[config.mk]
export PLATFORM = sky130hd
export DESIGN_NAME = event_feature_accumulator
export DESIGN_NICKNAME = d
export VERILOG_FILES = /design/src/rtl/efa_pkg.sv /design/src/rtl/efa_ctrl.sv /design/src/rtl/efa_datapath.sv /design/src/rtl/event_feature_accumulator.sv
export VERILOG_INCLUDE_DIRS = /design/src /design/src/rtl
export SDC_FILE = /design/constraint.sdc
export NUM_CORES = 2
export LEC_CHECK = 0
export ABC_AREA = 1
export CAP_MARGIN = 20
export CORE_ASPECT_RATIO = 1.4
export CORE_MARGIN = 2
export CORE_UTILIZATION = 60
export CTS_CLUSTER_SIZE = 28
export DETAILED_ROUTE_END_ITERATION = 10
export DONT_BUFFER_PORTS = 1
export PLACE_DENSITY = 0.78
export SLEW_MARGIN = 40
export SYNTH_ARGS = -nofsm -noshare
export SYNTH_HDL_FRONTEND = slang
export SYNTH_SLANG_ARGS = --single-unit
export TNS_END_PERCENT = 10
[constraint.sdc]
create_clock -name clk -period 8.55 [get_ports clk]
set_input_delay 0.855 -clock clk [delete_from_list [all_inputs] [get_ports clk]]
set_output_delay 0.855 -clock clk [all_outputs]
set_load 0.1 [all_outputs]
[src/rtl/event_feature_accumulator_assert.svh]
// ----------------------------------------------------------------------------
// Event feature accumulator assertion macros
// Shorthand for the clocked checks at the end of the top level.
// ----------------------------------------------------------------------------
`ifndef EVENT_FEATURE_ACCUMULATOR_ASSERT_SVH
`define EVENT_FEATURE_ACCUMULATOR_ASSERT_SVH

// The consequent must hold in the same cycle as the antecedent.
`define EFA_ASSERT_NOW(label, ante, cons) \
    label: assert property (@(posedge clk) disable iff (!rst_n) (ante) |-> (cons)) \
        else $error("event feature accumulator: same-cycle check failed");

// The consequent must hold in the cycle after the antecedent.
`define EFA_ASSERT_NEXT(label, ante, cons) \
    label: assert property (@(posedge clk) disable iff (!rst_n) (ante) |=> (cons)) \
        else $error("event feature accumulator: next-cycle check failed");

`endif

[src/rtl/efa_pkg.sv]
// ----------------------------------------------------------------------------
// Event feature accumulator package
// Beat types, register indexes, widths and the controller/datapath interface.
// ----------------------------------------------------------------------------
package efa_pkg;

    localparam int COUNT_WIDTH_DEF = 12;
    localparam int SUM_WIDTH_DEF   = 32;

    localparam int MOM_W     = 20;
    localparam int MAG_W     = 20;
    localparam int ENERGY_W  = 20;
    localparam int IMPACT_W  = 12;
    localparam int TANH_W    = 16;
    localparam int PT_W      = 20;
    localparam int COUNT_OUT_W = 12;
    localparam int SUM_OUT_W   = 32;
    localparam int CLASS_W   = 2;

    // Square of one magnitude, sum of two squares, sum of three squares.
    localparam int SQ_W   = 2 * MAG_W - 1;
    localparam int PT2_W  = 2 * MAG_W;
    localparam int P2_W   = 2 * MAG_W;
    localparam int PROD_W = TANH_W + P2_W;

    // Bit-serial square root: one result bit per step.
    localparam int SQRT_STEPS = PT2_W / 2;
    localparam int ROOT_W     = SQRT_STEPS;
    localparam int REM_W      = ROOT_W + 3;
    localparam int STEP_CNT_W = $clog2(SQRT_STEPS);

    localparam int CFG_IDX_W  = 3;
    localparam int CFG_DATA_W = 20;

    localparam logic [CFG_IDX_W-1:0] CFG_CENTRAL_TANH_SQ = 3'd0;
    localparam logic [CFG_IDX_W-1:0] CFG_FORWARD_TANH_SQ = 3'd1;
    localparam logic [CFG_IDX_W-1:0] CFG_SOFT_PT_MAX     = 3'd2;
    localparam logic [CFG_IDX_W-1:0] CFG_HARD_PT_MIN     = 3'd3;
    localparam logic [CFG_IDX_W-1:0] CFG_HARD_PT_MAX     = 3'd4;

    localparam logic [TANH_W-1:0] CENTRAL_TANH_SQ_RST = 16'd62778;
    localparam logic [TANH_W-1:0] FORWARD_TANH_SQ_RST = 16'd65298;
    localparam logic [PT_W-1:0]   SOFT_PT_MAX_RST     = 20'd819;
    localparam logic [PT_W-1:0]   HARD_PT_MIN_RST     = 20'd1638;
    localparam logic [PT_W-1:0]   HARD_PT_MAX_RST     = 20'd2458;

    typedef struct packed {
        logic signed [MOM_W-1:0] mom_x;
        logic signed [MOM_W-1:0] mom_y;
        logic signed [MOM_W-1:0] mom_z;
        logic [ENERGY_W-1:0]     particle_energy;
        logic                    is_charged;
        logic [IMPACT_W-1:0]     impact_param;
        logic                    last_of_event;
    } in_item_t;

    typedef struct packed {
        logic [COUNT_OUT_W-1:0] multiplicity;
        logic [SUM_OUT_W-1:0]   sum_pt;
        logic [SUM_OUT_W-1:0]   spectator_energy;
        logic [COUNT_OUT_W-1:0] soft_count;
        logic [COUNT_OUT_W-1:0] hard_count;
        logic [CLASS_W-1:0]     impact_class;
    } out_item_t;

    typedef struct packed {
        logic capture;
        logic sq_x;
        logic sq_y;
        logic sq_z;
        logic sum;
        logic cmul;
        logic fmul;
        logic root_step;
        logic accum;
    } dp_cmd_t;

    typedef struct packed {
        logic last;
        logic out_full;
    } dp_status_t;

endpackage

[src/rtl/efa_ctrl.sv]
// ----------------------------------------------------------------------------
// Event feature accumulator controller
// Sequences the squaring, cut products, square root and accumulation steps.
// ----------------------------------------------------------------------------
module efa_ctrl (
    input  logic                   clk,
    input  logic                   rst_n,
    input  logic                   in_valid,
    output logic                   in_ready,
    input  efa_pkg::dp_status_t    status,
    output efa_pkg::dp_cmd_t       cmd
);
    import efa_pkg::*;

    typedef enum logic [8:0] {
        ST_IDLE = 9'b000000001,
        ST_SQX  = 9'b000000010,
        ST_SQY  = 9'b000000100,
        ST_SQZ  = 9'b000001000,
        ST_SUM  = 9'b000010000,
        ST_CMUL = 9'b000100000,
        ST_FMUL = 9'b001000000,
        ST_ROOT = 9'b010000000,
        ST_ACC  = 9'b100000000
    } state_t;

    state_t                state_reg;
    state_t                state_next;
    logic [STEP_CNT_W-1:0] cnt_reg;
    logic [STEP_CNT_W-1:0] cnt_next;
    logic                  stall;

    // A closing particle waits while the previous row is still held.
    assign stall    = status.last && status.out_full;
    assign in_ready = (state_reg == ST_IDLE);

    always_comb
    begin
        state_next = state_reg;
        cnt_next   = cnt_reg;
        cmd        = '0;
        case (state_reg)
            ST_IDLE:
            begin
                cmd.capture = in_valid;
                if (in_valid)
                begin
                    state_next = ST_SQX;
                end
            end
            ST_SQX:
            begin
                cmd.sq_x   = 1'b1;
                state_next = ST_SQY;
            end
            ST_SQY:
            begin
                cmd.sq_y   = 1'b1;
                state_next = ST_SQZ;
            end
            ST_SQZ:
            begin
                cmd.sq_z   = 1'b1;
                state_next = ST_SUM;
            end
            ST_SUM:
            begin
                cmd.sum    = 1'b1;
                cnt_next   = STEP_CNT_W'(SQRT_STEPS - 1);
                state_next = ST_CMUL;
            end
            ST_CMUL:
            begin
                cmd.cmul   = 1'b1;
                state_next = ST_FMUL;
            end
            ST_FMUL:
            begin
                cmd.fmul   = 1'b1;
                state_next = ST_ROOT;
            end
            ST_ROOT:
            begin
                cmd.root_step = 1'b1;
                if (cnt_reg == '0)
                begin
                    state_next = ST_ACC;
                end
                else
                begin
                    cnt_next = cnt_reg - STEP_CNT_W'(1);
                end
            end
            ST_ACC:
            begin
                if (!stall)
                begin
                    cmd.accum  = 1'b1;
                    state_next = ST_IDLE;
                end
            end
            default:
            begin
                state_next = ST_IDLE;
            end
        endcase
    end

    always_ff @(posedge clk or negedge rst_n)
    begin
        if (!rst_n)
        begin
            state_reg <= ST_IDLE;
            cnt_reg   <= '0;
        end
        else
        begin
            state_reg <= state_next;
            cnt_reg   <= cnt_next;
        end
    end

endmodule

[src/rtl/efa_datapath.sv]
// ----------------------------------------------------------------------------
// Event feature accumulator datapath
// Squares, cut products, bit-serial square root, accumulators and row register.
// ----------------------------------------------------------------------------
module efa_datapath #(
    parameter int COUNT_WIDTH = efa_pkg::COUNT_WIDTH_DEF,
    parameter int SUM_WIDTH   = efa_pkg::SUM_WIDTH_DEF
) (
    input  logic                            clk,
    input  logic                            rst_n,
    input  efa_pkg::in_item_t               in_data,
    input  efa_pkg::dp_cmd_t                cmd,
    output efa_pkg::dp_status_t             status,
    output logic                            out_valid,
    input  logic                            out_ready,
    output efa_pkg::out_item_t              out_data,
    input  logic                            cfg_we,
    input  logic [efa_pkg::CFG_IDX_W-1:0]   cfg_index,
    input  logic [efa_pkg::CFG_DATA_W-1:0]  cfg_data
);
    import efa_pkg::*;

    localparam logic [COUNT_WIDTH-1:0] COUNT_MAX = '1;
    localparam logic [SUM_WIDTH-1:0]   SUM_MAX   = '1;

    // Configuration
    logic [TANH_W-1:0] central_tanh_sq_reg;
    logic [TANH_W-1:0] forward_tanh_sq_reg;
    logic [PT_W-1:0]   soft_pt_max_reg;
    logic [PT_W-1:0]   hard_pt_min_reg;
    logic [PT_W-1:0]   hard_pt_max_reg;

    // Particle held for the duration of its work
    logic [MAG_W-1:0]    mag_x_reg;
    logic [MAG_W-1:0]    mag_y_reg;
    logic [MAG_W-1:0]    mag_z_reg;
    logic [ENERGY_W-1:0] energy_reg;
    logic                charged_reg;
    logic [IMPACT_W-1:0] impact_reg;
    logic                last_reg;

    // Intermediate results
    logic [SQ_W-1:0]   sq_reg;
    logic [SQ_W-1:0]   pz2_reg;
    logic [PT2_W-1:0]  pt2_reg;
    logic [P2_W-1:0]   p2_reg;
    logic [PROD_W-1:0] prod_reg;
    logic              central_reg;
    logic              forward_reg;
    logic [PT2_W-1:0]  rad_reg;
    logic [REM_W-1:0]  rem_reg;
    logic [ROOT_W-1:0] root_reg;

    // Accumulators
    logic [COUNT_WIDTH-1:0] mult_acc_reg;
    logic [COUNT_WIDTH-1:0] mult_acc_next;
    logic [SUM_WIDTH-1:0]   pt_acc_reg;
    logic [SUM_WIDTH-1:0]   pt_acc_next;
    logic [SUM_WIDTH-1:0]   energy_acc_reg;
    logic [SUM_WIDTH-1:0]   energy_acc_next;
    logic [COUNT_WIDTH-1:0] soft_acc_reg;
    logic [COUNT_WIDTH-1:0] soft_acc_next;
    logic [COUNT_WIDTH-1:0] hard_acc_reg;
    logic [COUNT_WIDTH-1:0] hard_acc_next;

    logic      out_valid_reg;
    logic      out_valid_next;
    out_item_t out_data_reg;
    out_item_t out_data_next;

    logic [MAG_W-1:0]       mag_x;
    logic [MAG_W-1:0]       mag_y;
    logic [MAG_W-1:0]       mag_z;
    logic [MAG_W-1:0]       mul_a;
    logic [PT2_W-1:0]       sq_full;
    logic [SQ_W-1:0]        sq;
    logic [TANH_W-1:0]      tanh_sel;
    logic [PROD_W-1:0]      prod;
    logic [PROD_W-1:0]      lhs;
    logic [REM_W-1:0]       rem_sh;
    logic [REM_W-1:0]       trial;
    logic                   take;
    logic                   is_soft;
    logic                   is_hard;
    logic [COUNT_WIDTH-1:0] mult_upd;
    logic [COUNT_WIDTH-1:0] soft_upd;
    logic [COUNT_WIDTH-1:0] hard_upd;
    logic [SUM_WIDTH:0]     pt_sum;
    logic [SUM_WIDTH:0]     energy_sum;
    logic [SUM_WIDTH-1:0]   pt_upd;
    logic [SUM_WIDTH-1:0]   energy_upd;
    logic                   load_out;

    // Two's complement magnitude; the most negative value maps to 2^19.
    assign mag_x = in_data.mom_x[MOM_W-1] ? MAG_W'(-in_data.mom_x) : MAG_W'(in_data.mom_x);
    assign mag_y = in_data.mom_y[MOM_W-1] ? MAG_W'(-in_data.mom_y) : MAG_W'(in_data.mom_y);
    assign mag_z = in_data.mom_z[MOM_W-1] ? MAG_W'(-in_data.mom_z) : MAG_W'(in_data.mom_z);

    // Shared squaring multiplier.
    assign mul_a   = cmd.sq_x ? mag_x_reg : (cmd.sq_y ? mag_y_reg : mag_z_reg);
    assign sq_full = PT2_W'(mul_a) * PT2_W'(mul_a);
    assign sq      = sq_full[SQ_W-1:0];

    // Shared cut multiplier: tanh^2 limit times |p|^2.
    assign tanh_sel = cmd.cmul ? central_tanh_sq_reg : forward_tanh_sq_reg;
    assign prod     = PROD_W'(tanh_sel) * PROD_W'(p2_reg);
    assign lhs      = PROD_W'(pz2_reg) << TANH_W;

    // One restoring square root step consumes two radicand bits.
    assign rem_sh = {rem_reg[REM_W-3:0], rad_reg[PT2_W-1 -: 2]};
    assign trial  = REM_W'({root_reg, 2'b01});

    assign take    = charged_reg && central_reg;
    assign is_soft = root_reg < soft_pt_max_reg;
    assign is_hard = (root_reg > hard_pt_min_reg) && (root_reg < hard_pt_max_reg);

    assign pt_sum     = {1'b0, pt_acc_reg} + (SUM_WIDTH + 1)'(root_reg);
    assign energy_sum = {1'b0, energy_acc_reg} + (SUM_WIDTH + 1)'(energy_reg);

    always_comb
    begin
        mult_upd   = mult_acc_reg;
        soft_upd   = soft_acc_reg;
        hard_upd   = hard_acc_reg;
        pt_upd     = pt_acc_reg;
        energy_upd = energy_acc_reg;
        if (take)
        begin
            if (mult_acc_reg != COUNT_MAX)
            begin
                mult_upd = mult_acc_reg + COUNT_WIDTH'(1);
            end
            pt_upd = pt_sum[SUM_WIDTH] ? SUM_MAX : pt_sum[SUM_WIDTH-1:0];
            if (is_soft && (soft_acc_reg != COUNT_MAX))
            begin
                soft_upd = soft_acc_reg + COUNT_WIDTH'(1);
            end
            if (is_hard && (hard_acc_reg != COUNT_MAX))
            begin
                hard_upd = hard_acc_reg + COUNT_WIDTH'(1);
            end
        end
        if (forward_reg)
        begin
            energy_upd = energy_sum[SUM_WIDTH] ? SUM_MAX : energy_sum[SUM_WIDTH-1:0];
        end
    end

    assign load_out = cmd.accum && last_reg;

    always_comb
    begin
        mult_acc_next   = mult_acc_reg;
        pt_acc_next     = pt_acc_reg;
        energy_acc_next = energy_acc_reg;
        soft_acc_next   = soft_acc_reg;
        hard_acc_next   = hard_acc_reg;
        if (cmd.accum)
        begin
            // The closing particle is counted into the row, then all sums restart.
            mult_acc_next   = last_reg ? '0 : mult_upd;
            pt_acc_next     = last_reg ? '0 : pt_upd;
            energy_acc_next = last_reg ? '0 : energy_upd;
            soft_acc_next   = last_reg ? '0 : soft_upd;
            hard_acc_next   = last_reg ? '0 : hard_upd;
        end
    end

    always_comb
    begin
        out_data_next                  = out_data_reg;
        out_valid_next                 = out_valid_reg;
        if (out_ready)
        begin
            out_valid_next = 1'b0;
        end
        if (load_out)
        begin
            out_valid_next                 = 1'b1;
            out_data_next.multiplicity     = COUNT_OUT_W'(mult_upd);
            out_data_next.sum_pt           = SUM_OUT_W'(pt_upd);
            out_data_next.spectator_energy = SUM_OUT_W'(energy_upd);
            out_data_next.soft_count       = COUNT_OUT_W'(soft_upd);
            out_data_next.hard_count       = COUNT_OUT_W'(hard_upd);
            out_data_next.impact_class     = (impact_reg[IMPACT_W-1] || impact_reg[IMPACT_W-2])
                                             ? CLASS_W'(2) : CLASS_W'(impact_reg[IMPACT_W-3]);
        end
    end

    // Control state: configuration, accumulators and row valid.
    always_ff @(posedge clk or negedge rst_n)
    begin
        if (!rst_n)
        begin
            central_tanh_sq_reg <= CENTRAL_TANH_SQ_RST;
            forward_tanh_sq_reg <= FORWARD_TANH_SQ_RST;
            soft_pt_max_reg     <= SOFT_PT_MAX_RST;
            hard_pt_min_reg     <= HARD_PT_MIN_RST;
            hard_pt_max_reg     <= HARD_PT_MAX_RST;
            mult_acc_reg        <= '0;
            pt_acc_reg          <= '0;
            energy_acc_reg      <= '0;
            soft_acc_reg        <= '0;
            hard_acc_reg        <= '0;
            out_valid_reg       <= 1'b0;
        end
        else
        begin
            if (cfg_we)
            begin
                case (cfg_index)
                    CFG_CENTRAL_TANH_SQ: central_tanh_sq_reg <= cfg_data[TANH_W-1:0];
                    CFG_FORWARD_TANH_SQ: forward_tanh_sq_reg <= cfg_data[TANH_W-1:0];
                    CFG_SOFT_PT_MAX:     soft_pt_max_reg     <= cfg_data[PT_W-1:0];
                    CFG_HARD_PT_MIN:     hard_pt_min_reg     <= cfg_data[PT_W-1:0];
                    CFG_HARD_PT_MAX:     hard_pt_max_reg     <= cfg_data[PT_W-1:0];
                    default:
                    begin
                    end
                endcase
            end
            mult_acc_reg   <= mult_acc_next;
            pt_acc_reg     <= pt_acc_next;
            energy_acc_reg <= energy_acc_next;
            soft_acc_reg   <= soft_acc_next;
            hard_acc_reg   <= hard_acc_next;
            out_valid_reg  <= out_valid_next;
        end
    end

    // Payload registers.
    always_ff @(posedge clk)
    begin
        out_data_reg <= out_data_next;
        if (cmd.capture)
        begin
            mag_x_reg   <= mag_x;
            mag_y_reg   <= mag_y;
            mag_z_reg   <= mag_z;
            energy_reg  <= in_data.particle_energy;
            charged_reg <= in_data.is_charged;
            impact_reg  <= in_data.impact_param;
            last_reg    <= in_data.last_of_event;
        end
        if (cmd.sq_x)
        begin
            pt2_reg <= PT2_W'(sq);
        end
        if (cmd.sq_y)
        begin
            sq_reg <= sq;
        end
        if (cmd.sq_z)
        begin
            pt2_reg <= pt2_reg + PT2_W'(sq_reg);
            pz2_reg <= sq;
        end
        if (cmd.sum)
        begin
            p2_reg   <= pt2_reg + P2_W'(pz2_reg);
            rad_reg  <= pt2_reg;
            rem_reg  <= '0;
            root_reg <= '0;
        end
        if (cmd.cmul)
        begin
            prod_reg <= prod;
        end
        if (cmd.fmul)
        begin
            central_reg <= lhs < prod_reg;
            prod_reg    <= prod;
        end
        if (cmd.root_step)
        begin
            forward_reg <= lhs > prod_reg;
            rad_reg     <= rad_reg << 2;
            if (rem_sh >= trial)
            begin
                rem_reg  <= rem_sh - trial;
                root_reg <= {root_reg[ROOT_W-2:0], 1'b1};
            end
            else
            begin
                rem_reg  <= rem_sh;
                root_reg <= {root_reg[ROOT_W-2:0], 1'b0};
            end
        end
    end

    assign status.last     = last_reg;
    assign status.out_full = out_valid_reg && !out_ready;
    assign out_valid       = out_valid_reg;
    assign out_data        = out_data_reg;

endmodule

[src/rtl/event_feature_accumulator.sv]
// ----------------------------------------------------------------------------
// Event feature accumulator
// Per-event particle features with pseudorapidity cuts and saturating sums.
// ----------------------------------------------------------------------------
// Each accepted particle beat occupies the block from one input acceptance to
// the next: the cycle in which the beat is taken, the squares of x, y and z
// on a shared squaring multiplier, one sum, the central and forward products
// on a shared cut multiplier, a bit-serial square root for the transverse
// momentum, and one accumulation step. On the
// particle marked last of its event, a feature row is loaded into an output
// register and the accumulators restart from zero; if the previous row has not
// yet been taken, that closing particle holds in its accumulation cycle until
// it is. Rows are held in the output register while new particles are taken.
// Configuration writes apply immediately and must be made while no particle
// is in flight.
`include "event_feature_accumulator_assert.svh"

module event_feature_accumulator #(
    parameter int COUNT_WIDTH = efa_pkg::COUNT_WIDTH_DEF,
    parameter int SUM_WIDTH   = efa_pkg::SUM_WIDTH_DEF
) (
    input  logic                            clk,
    input  logic                            rst_n,
    input  logic                            in_valid,
    output logic                            in_ready,
    input  efa_pkg::in_item_t               in_data,
    output logic                            out_valid,
    input  logic                            out_ready,
    output efa_pkg::out_item_t              out_data,
    input  logic                            cfg_we,
    input  logic [efa_pkg::CFG_IDX_W-1:0]   cfg_index,
    input  logic [efa_pkg::CFG_DATA_W-1:0]  cfg_data
);
    import efa_pkg::*;

    dp_cmd_t    cmd;
    dp_status_t status;

    efa_ctrl u_ctrl (
        .clk      (clk),
        .rst_n    (rst_n),
        .in_valid (in_valid),
        .in_ready (in_ready),
        .status   (status),
        .cmd      (cmd)
    );

    efa_datapath #(
        .COUNT_WIDTH (COUNT_WIDTH),
        .SUM_WIDTH   (SUM_WIDTH)
    ) u_datapath (
        .clk       (clk),
        .rst_n     (rst_n),
        .in_data   (in_data),
        .cmd       (cmd),
        .status    (status),
        .out_valid (out_valid),
        .out_ready (out_ready),
        .out_data  (out_data),
        .cfg_we    (cfg_we),
        .cfg_index (cfg_index),
        .cfg_data  (cfg_data)
    );

    // A particle keeps the block busy after its beat is taken.
    `EFA_ASSERT_NEXT(a_busy_after_accept, in_valid && in_ready, !in_ready)
    // A row never appears directly after an input beat.
    `EFA_ASSERT_NEXT(a_no_row_after_accept, in_valid && in_ready, !$rose(out_valid))
    // A new row is only loaded while a particle is in flight.
    `EFA_ASSERT_NOW(a_row_from_busy, $rose(out_valid), !$past(in_ready))

endmodule

==> flow_summary.ini <==
[critical_path]
critical_path_class = register to register
worst-r2r-setup-slack_ps = 290
critical_path.reg2reg.startpoint = u_ctrl.state_reg[7]
cp-endpoint = u_datapath.pt2_reg[34]
crit_required_ps = 9080
cp-end-kind = register
cpMaxStageDelayCell = fa_1
crit_fanout = 15
crit_path_max_incr_delay_ps = 590
r2r_end = u_datapath.pt2_reg[34]
critPathLaunchType = register
cp-startpoint = u_ctrl.state_reg[7]
crit_arrival_ps = 8790
ff2ff_path_depth = 33

[finish]
seqCellArea_sq_mm = 0.01968
multi_input_area_sq_mm = 0.04307
final_common_cell = inv_1
nNetsFinal = 9619
drive_gt1_frac = 0.06440
largest_reg_flops = 102
final_cell_mix = inv_1, nand2_1, fa_1
fillCellCount = 9092
syn_to_final_growth_pct = 10.04

[synthesis]
synth_cells = 8053
synth_top_family_by_area = adder cells
syn-cell-area_sq_mm = 0.06973
synth_mux_area_frac = 0
dominantRegCellSynth = edfxtp_1
avgSynthCellArea_sq_um = 8.659
syn_nets = 9503
ys_ff_latch = 689
synthAdderAreaFrac = 0.3255
synth_compound_area_frac = 0.09321
synth_warnings = 0
synth-simple-area-share = 0.1636
async_flop_share = 0.3004
synth_seq_area_share = 0.2823
synth-edff-count = 480
synthXorXnorAreaFrac = 0.03398
synth.area.top_cells = fa_1, edfxtp_1, ha_1
synth_top_area_frac = 0.2325
synth_largest_area_cell = fa_1
synth_cell_types = 73

[global_routing]
track_usage = 0.3450
grt_pass1_wl_mm = 319.8
grt_pass1_vias = 60790
grt.overflow.total = 0
antenna_found_initial = 8
grt_max_degree = 169

[timing]
rsz0062_at_grt = true
maxSlewViolCount = 0
tns_ps = 0
fmaxAchievable_mhz = 121.1
holdWs_ps = 58.72
setup_violations = 0
worstMarginPinSlew_ps = 925.5
fin_worst_skew_ps = 57.38
hold_viol = 0
fin_ws_ps = 290.4
fin_crit_ps = 8260
relSlewSlack = 0.3843
period_share = 0.9660

[cts]
root_buffer = clkbuf_16
clk_pin_slew_ps = 80
cts_buffer_depth = 3
h-tree-depth = 3
numCtsBuffers = 75
cts_num_sinks = 689
tritoncts = done
clk_latency_ps = 710

[detailed_routing]
dr.pass1.iters = 8
remaining_drc_errors = 0
drt_iter0_markers = 4202
detail-route-antenna-nets = 0
vias = 56950
wl_per_cell_um = 20.92
drt-vias-per-instance = 5.849
wirelength_mm = 203.7

[die]
core_area_sq_mm = 0.1157
start_util = 0.6025
die-area_sq_mm = 0.1190
die_w_um = 292.1
io_pins = 226
die_h_um = 407.4
rows = 148

[job]
drv_cap = 0

[run_status]
outcome = completed

[placement]
place_ws_ps = 241.4
io_buffers = 0
dp_hpwl_mm = 159.6
gp_congestion = 0.9886

[min_path]
min_path_type = input port to asynchronous set/reset pin
Yosys cell counts, drive strengths merged, types with 4 or more instances:
cell type     n
o221a         4
fa          810
xor2        181
a311oi        4
ha          518
and3          6
nand4        62
edfxtp      480
inv        1633
a21o         28
nor2        771
o211ai       16
o221ai       10
o31ai         8
dfrtp       168
a21boi       20
nor3         95
o21a         50
xnor2        87
buf          86
dfstp        39
nor4         35
or2          39
and2          8
o22ai        28
o2111ai       4
a22o         37
a21oi       390
a31oi        44
clkinv       14
nand3       218
o21ai       456
clkbuf      112
a211oi        6
nand2      1544
o21bai       18
stage by stage:
step	util	area, sq um	std cells
after floorplan	-	69740	8053
after global placement	0.6225	72040	9519
after detailed placement	0.6336	73330	9570
after CTS	0.6583	76190	9711
after global routing	0.6630	76730	9736
final	0.6630	76730	9737
cell families (layout without fill, tap and decap cells):
| kind of cell | after synthesis | after routing |
|---|---|---|
| buffers and inverters | 1845 | 2022 |
| other | 0 | 7 |
| flip-flops | 689 | 689 |
| XOR/XNOR | 268 | 268 |
| AO/OA/AOI/OAI | 1137 | 1137 |
| adder cells (fa/ha/maj) | 1328 | 1328 |
| AND/OR/NAND/NOR | 2786 | 2786 |
worst max-delay path: cells and delay by family (launching register included):
kind	cells	cell delay, ps
AOI/OAI and AO/OA	3	560
xor gates and xnor gates	1	320
adders and majority gates	8	3920
buffers and inverters	6	590
DFF	1	460
and+or+nand+nor	15	2260
how the worst min path moves through the flow:
| stage | endpoint | startpoint | slack [ps] | cells after the start |
|---|---|---|---|---|
| after detailed placement | u_datapath.hard_pt_min_reg[16] | u_datapath.hard_pt_min_reg[16] | 470 | 2 |
| after CTS | u_datapath.central_tanh_sq_reg[15] | rst_n | 190 | 1 |
| after floorplan | u_datapath.central_tanh_sq_reg[0] | u_datapath.central_tanh_sq_reg[0] | 450 | 2 |
| after global routing | u_datapath.hard_acc_reg[6] | rst_n | 100 | 1 |
| after global placement | u_datapath.rad_reg[1] | u_datapath.rad_reg[1] | 460 | 2 |
| final | u_datapath.soft_acc_reg[2] | rst_n | 60 | 1 |
per-layer routing:
metal	track usage	vias to the layer above	part of all wire
li1	-	25650	-
met1	0.3731	27720	0.34
met2	0.6119	2645	0.51
met3	0.05454	938	0.066
met4	0.2489	2	0.087
met5	0	-	0.000074
final cells by class:
class                   instances  area share
clock buffers                  87     0.02640
flip-flops and latches        689      0.2565
repair buffers                237     0.04042
diodes                          7   0.0002283
clock inverters                51     0.01001
well taps                    1500     0.02446
multi-input cells            5519      0.5613
inverters                    1647     0.08065
timing repair:
action	4_1_cts	5_1_grt
hold buffers	3	0
gates resized for setup	0	10
setup buffers	0	0
endpoints found under the setup margin	0	31
hold endpoints to repair	168	0
Power is left out: the tool's default activity adds up to more than one toggle a clock period on the data nets, which glitch-free logic cannot reach.
